## src/hw/rtl/awts_pkg.sv

```systemverilog
package awts_pkg;

    localparam int TRI_DEPTH = 1024;
    localparam int IDX_W     = 10;
    localparam int CNT_W     = 11;
    localparam int AREA_W    = 48;
    localparam int RAD_W     = 70;
    localparam int ROOT_W    = 35;

    typedef enum logic [1:0] {
        OP_LOAD   = 2'd0,
        OP_SAMPLE = 2'd1,
        OP_CLEAR  = 2'd2,
        OP_NOP    = 2'd3
    } opcode_t;

    typedef enum logic [1:0] {
        ST_OK    = 2'd0,
        ST_FULL  = 2'd1,
        ST_EMPTY = 2'd2
    } status_t;

    localparam logic [1:0] CORNER_A    = 2'd0;
    localparam logic [1:0] CORNER_B    = 2'd1;
    localparam logic [1:0] CORNER_C    = 2'd2;
    localparam logic [1:0] CORNER_NONE = 2'd3;

    typedef logic signed [15:0] coord_t;
    typedef logic [2:0][15:0] point_t;
    typedef logic [2:0][2:0][15:0] vrow_t;

    typedef struct packed {
        opcode_t     opcode;
        logic [1:0]  corner;
        coord_t      x_in;
        coord_t      y_in;
        coord_t      z_in;
        logic [15:0] select_rand;
        logic [15:0] r1_rand;
        logic [15:0] r2_rand;
    } cmd_t;

    typedef struct packed {
        status_t     status;
        logic [9:0]  triangle_index;
        coord_t      x_out;
        coord_t      y_out;
        coord_t      z_out;
    } res_t;

    typedef enum logic [3:0] {
        S_IDLE,
        S_CROSS,
        S_SQ,
        S_RGO,
        S_ROOT,
        S_COMMIT,
        S_SEL,
        S_SRCH,
        S_SCMP,
        S_SWAIT,
        S_WGT,
        S_BLEND,
        S_DONE
    } state_t;

endpackage

```

## src/hw/rtl/awts_isqrt.sv

```systemverilog
module awts_isqrt (
    input  logic                          clk,
    input  logic                          rst_n,
    input  logic                          start,
    input  logic [awts_pkg::RAD_W-1:0]    rad,
    output logic                          busy,
    output logic [awts_pkg::ROOT_W-1:0]   root
);

    localparam logic [5:0] LAST = 6'(awts_pkg::ROOT_W - 1);

    logic                          busy_reg;
    logic [5:0]                    cnt_reg;
    logic [36:0]                   rem_reg;
    logic [awts_pkg::ROOT_W-1:0]   root_reg;
    logic [awts_pkg::RAD_W-1:0]    rad_reg;
    logic [38:0]                   rem_sh;
    logic [38:0]                   trial;
    logic [38:0]                   rem_next;
    logic                          ge;

    always_comb
    begin
        rem_sh   = {rem_reg, rad_reg[awts_pkg::RAD_W-1 -: 2]};
        trial    = {2'b00, root_reg, 2'b01};
        ge       = (rem_sh >= trial);
        rem_next = ge ? (rem_sh - trial) : rem_sh;
    end

    always_ff @(posedge clk or negedge rst_n)
    begin
        if (!rst_n)
        begin
            busy_reg <= 1'b0;
            cnt_reg  <= '0;
        end
        else if (start)
        begin
            busy_reg <= 1'b1;
            cnt_reg  <= '0;
        end
        else if (busy_reg)
        begin
            cnt_reg <= cnt_reg + 6'd1;
            if (cnt_reg == LAST)
            begin
                busy_reg <= 1'b0;
            end
        end
    end

    // one result bit per cycle, two radicand bits shifted in
    always_ff @(posedge clk)
    begin
        if (start)
        begin
            rem_reg  <= '0;
            root_reg <= '0;
            rad_reg  <= rad;
        end
        else if (busy_reg)
        begin
            rem_reg  <= rem_next[36:0];
            root_reg <= {root_reg[awts_pkg::ROOT_W-2:0], ge};
            rad_reg  <= {rad_reg[awts_pkg::RAD_W-3:0], 2'b00};
        end
    end

    assign busy = busy_reg;
    assign root = root_reg;

endmodule

```

## config.mk

```make
export PLATFORM = sky130hd
export DESIGN_NAME = awts_isqrt
export DESIGN_NICKNAME = d
export VERILOG_FILES = /design/src/hw/rtl/awts_pkg.sv /design/src/hw/rtl/awts_isqrt.sv
export SDC_FILE = /design/constraint.sdc
export NUM_CORES = 1
export LEC_CHECK = 0
export BUFFER_PORTS_ARGS = -buffer_cell sky130_fd_sc_hd__buf_4
export CAP_MARGIN = 20
export CORE_MARGIN = 8
export CORE_UTILIZATION = 53
export CTS_BUF_LIST = sky130_fd_sc_hd__clkbuf_16
export DETAILED_ROUTE_END_ITERATION = 6
export PLACE_DENSITY = 0.77
export SETUP_SLACK_MARGIN = 0.15
export SYNTH_ARGS = -nofsm -noshare
export SYNTH_HDL_FRONTEND = slang
export SYNTH_SLANG_ARGS = --single-unit
```

## constraint.sdc

```tcl
create_clock -name clk -period 2.7 [get_ports clk]
set_input_delay 0.135 -clock clk [delete_from_list [all_inputs] [get_ports clk]]
set_output_delay 0.135 -clock clk [all_outputs]
set_load 0.005 [all_outputs]
```

Yosys cells after proc, flatten, opt, wreduce, memory -nomap -nowiden. Cells that the tools add are included.

Flip-flop bits (word level): 149. Input bits: 73. ROM bits: 0. Latch bits: 0. Logic and storage cells: 18. RAM bits: 0. Output and inout port bits: 36. Memories: 0.

Divide/modulo/power cells: 0. $add $sub $neg: 2. Order comparisons: 1. Reduce and logical (&&, ||, !) cells: 1. Equal/unequal tests: 1. Multiply operators: 0. Shift operators: 0. Mux-type cells: 8. Bitwise operators: 0.

Operators with widths (count): $mux 70 (2); $ge 39x37->1 (1); $mux 37 (1); $sub 37x37->37 (1); $mux 6 (2); $add 6x1->6 const B (1); $eq 6x6->1 const B (1); $mux 1 (3); $reduce_bool 2->1 (1).

Logic depth before layout (Yosys ltp).
Depth in word-level cells: 4. Gate-level depth with buffers: 13. Mapped depth without buffers: 10.

Least setup slack after synthesis. No wires, ideal clock.

Kind: register to register. Start: register root_reg, in the netlist root[10]. End: register rem_reg[34]. Library setup time: 0.126 ns. Setup slack: 0.037 ns. Stages on the path, launching flop included: 13. Buffers on the path: 3. Clock period less this slack: 2.663 ns. Data arrival time: 2.537 ns. Required time: 2.574 ns. Cell sequence: dfxtp_1 inv_1 ha_1 clkbuf_1 and3_1 o2111ai_2 a21oi_2 a41oi_2 o41a_1 buf_6 buf_6 a41oi_1 o31ai_1.

Cells in the longest elaborated chain, start to end: 2. Elaborated cells between the ends (all ways): 3. Classes of those cells: add/sub: 1; order compare: 1; mux: 1.

Ends and longest elaborated chain: start: declaration (line awts_isqrt.sv:15) `logic [awts_pkg::ROOT_W-1:0] root_reg;`; start signal: assignment (line awts_isqrt.sv:64) `root_reg <= {root_reg[awts_pkg::ROOT_W-2:0], ge};`; $sub 37x37->37 or $ge 39x37->1 (tied branches) (line awts_isqrt.sv:27, awts_isqrt.sv:26); $mux 37 (*) (line awts_isqrt.sv:27) `rem_next = ge ? (rem_sh - trial) : rem_sh;`; end signal: assignment (line awts_isqrt.sv:63) `rem_reg <= rem_next[36:0];`; end: declaration (line awts_isqrt.sv:14) `logic [36:0] rem_reg;`.

Mark *: on every way between the ends. The rest lies on a longest branch, timed or not. A chain may end at the register's enable or synchronous reset.

Worst setup path in the final report.
Start: register root_reg, in the netlist root[6]. End: register rem_reg[3].

Cells in the longest elaborated chain, start to end: 2.

Ends and longest elaborated chain: $ge 39x37->1 (line awts_isqrt.sv:26) `ge = (rem_sh >= trial);`; $mux 37 (line awts_isqrt.sv:27).

No other way between the ends.

==> metrics.txt <==
status finished with violations; failing checks negative setup slack; async set-reset flop share out of synthesis 4.70%; Yosys warnings 0; max FFs per register 70; share of cells above drive strength 1 44.4%; All-Layer GR Usage 24.4%; vias in the first global route 7,732; leakage 5.37 nW; Cells after Synth 829; final cycle utilization of the critical path 105%; clock skew roughly 0.012 ns; Slew HR 39.7%; Psw 0.00541 W; Tmin final 2.83 ns; Die Wd 142 µm; Final Hold Fails 0; number of max-cap violations 0; synth-to-layout area growth 46.4%; vias per inst just under 6; die area just over 20,000 µm²; worst slew pin tran roughly 0.91 ns; Sw Share 39.8%; Logic pwr share approximately 60%; Critical Path Sink Type flip-flop; CTS root buffer clkbuf_16; grt ovf 0; fmax 0.353 GHz; Tightest Hold Check Type input pin to flip-flop; total CTS buffers 17; Initial DRC Count 771; post-route ant nets 0; FP Rows 46; DR DRC count 0; Yosys cell types 68; Int Power 0.00819 W; Worst VDD drop 709 µV; pwr dens 1100 nW/µm²; worst-case clock buffer depth 2; core area roughly 16,000 µm²; placer's final routability congestion estimate around 0.9; port buffer count 108; Main synth FF type dfxtp_1; final setup vio count 22; Worst Hold Slack 0.0108 ns; final net count 1,213; Critical Path RT roughly 3.0 ns; # placed instances 1,213; I/O pins roughly 110; n_diodes 0; syn_area_per_cell 10.2 µm²; H-tree depth 4; Final Core Density 78.7%; drt wl/cell 19.8 µm; GRT busiest layer met2; EDFF count, synth 70; GR Util met1 27.6%; CTS tree done; met2 Use GR between 40% and 50%; detailed-router iteration count before antenna repair 5; clk_lat worst skew 0.44 ns; wirelength, routed ~26,000 µm; initial antenna violation count 0; first-pass GRT wire length 38,900 µm; syn nets 941; Seq/Total Area, Yosys 44.0%; setup TNS -0.772 ns; die height 142 µm; Final WS setup -0.130 ns; clk slew on worst S/H paths approximately 0.080 ns; GR Util met3 between 5 and 6%; initial core utilization a little over half; Clk network pwr share a little under a fifth; vias after detailed routing ~7,800; synthesized area 8450 µm²; startpoint types flip-flop; Detail Placement HPWL about 15,000 µm; Slew Limit Fails 0; post-synthesis sequential element count 149; post-route insts no fill 1,330; RSZ-0062 raised after global routing yes; Arr. time, crit path 3.16 ns; crit path max fanout 6; Crit Path Category flip-flop to flip-flop; Power, Total between 0.01 and 0.015 W; CTS sink count 149; sequential power share 22.3%; largest net degree at the start of global routing between 70 and 80
[cell families after synthesis]
kind of cell               after synthesis  synth area share (%)
xor gates and xnor gates                33                  3.42
muxes                                  111                  14.2
AOI/OAI and AO/OA                      161                  14.3
and+or+nand+nor                        241                  13.3
buffers and inverters                   95                  4.96
adders and majority gates               39                  5.78
DFF                                    149                  44.0
[layer usage]
metal  vias to the layer above  part of all wire [%]
met4                         0                   4.2
met1                      3724                    38
met5                         -                     0
met2                       373                    51
met3                       101                   6.8
li1                       3573                     -
[placed cells by master, fill, tap and decap left out, types with 7 or more instances in the layout]
cell type      instances
a21o_1                17
a21oi_1               23
a21oi_2                9
a311oi_2              10
buf_4                226
buf_6                 13
clkbuf_16             18
dfxtp_1               47
dfxtp_2               25
dlygate4sd3_1         58
edfxtp_1              70
ha_1                  15
ha_4                  24
inv_1                 38
inv_2                  7
mux2_2                68
mux2i_1               39
nand2_1               56
nand2_2               10
nand2b_1               7
nand3_1               23
nand4_1               15
nor2_1                74
o211ai_1               7
o21ai_0               12
o21ai_1                7
xnor2_1               20
xor2_1                12
[final cells by class]
cell class / instances / area (µm²)
multi-input combinational: 585 / 5040
sequential: 149 / 3750
fill: 864 / 3350
timing repair buffer: 302 / 2520
clock buffer: 17 / 425
tap: 216 / 270
clock inverter: 15 / 179
inverter: 46 / 176
[cells in the mapped netlist (2+ instances only)]
master     n  area, µm²
and3_1     7       43.8
nor3_1     8       40.0
dfrtp_1    7        175
xnor2_1   21        184
o21bai_1   6       45.0
buf_6      6       67.6
a311oi_1   4       35.0
a21oi_1   34        170
a211o_1    3       26.3
nor2b_1    3       18.8
a32oi_1    4       35.0
mux2i_1   43        430
mux2_2    68        766
nor3b_1    3       22.5
a211oi_1   5       37.5
o31ai_1    6       45.0
o211ai_1   7       52.6
nand3_1   31        155
o21ai_1    3       15.0
nand2b_1   7       43.8
a41oi_1    2       17.5
o221ai_1   3       26.3
ha_1      39        488
a31oi_1    3       18.8
a221oi_1   3       26.3
nand2_1   68        255
clkbuf_1  28        105
dfxtp_1   72       1440
o21a_1     7       52.6
nor2_1    79        297
edfxtp_1  70       2100
xor2_1    12        105
a22oi_1    2       15.0
and4_1     6       52.6
inv_1     46        173
nand3b_1   2       15.0
a311oi_2  10        150
o21ai_0   22        110
buf_1      3       11.3
and2_1     7       43.8
buf_2     11       55.1
o22ai_1    2       12.5
a21o_1    17        128
nand4_1   15       93.8
[power groups by stage]
stage / Sequential, W / Combinational (W) / Clock (W)
after floorplan: 0.00293 / 0.00415 / 0
after global placement: 0.00298 / 0.00577 / 0
after detailed placement: 0.00299 / 0.00586 / 0
after CTS: 0.00298 / 0.00661 / 0.00249
after global routing: 0.00306 / 0.00856 / 0.00260
final: 0.00304 / 0.00807 / 0.00249
[per-stage QoR]
step / cell area (µm²) / worst slack (ns)
after detailed placement: 10300 / -0.0857
final: 12400 / -0.130
after global placement: 10300 / 0.0119
after CTS: 11800 / 0.0493
after floorplan: 8600 / 0.0697
after global routing: 12400 / -0.221
[worst max-delay path: stages (launching register included)]
cell       delay (ns)
dfxtp_2          0.34
inv_2            0.05
ha_4             0.27
o211ai_1         0.12
nor2_1           0.22
o2111ai_2        0.18
a21oi_2          0.25
a41oi_2          0.15
buf_4            0.18
o41ai_4          0.22
buf_6            0.18
clkbuf_16        0.17
nand2_2          0.05
a311oi_1         0.33
[timing repair]
action | CTS | global route
hold buffers | 56 | 2
setup endpoints to repair | 38 | 38
cloned | 3 | 1
hold endpoints to repair | 62 | 2
gates resized for setup | 48 | 98
pin swaps | 10 | 40
buffers inserted | 14 | 9
[path summary, 6_finish.rpt]
check	slack, ns	start	cells past startpoint	endpoint
max	-0.13	root[6]	13	rem_reg[3]
min	0.01	rad[67]	2	rad_reg[67]
max reg2reg	-0.13	root[6]	13	rem_reg[3]
min reg2reg	0.51	rem_reg[26]	2	rem_reg[26]
max in group asynchronous	2.51	rst_n	2	busy
min in group asynchronous	0.05	rst_n	2	cnt_reg[1]
Note: power is estimated with default switching activity, not from simulation.
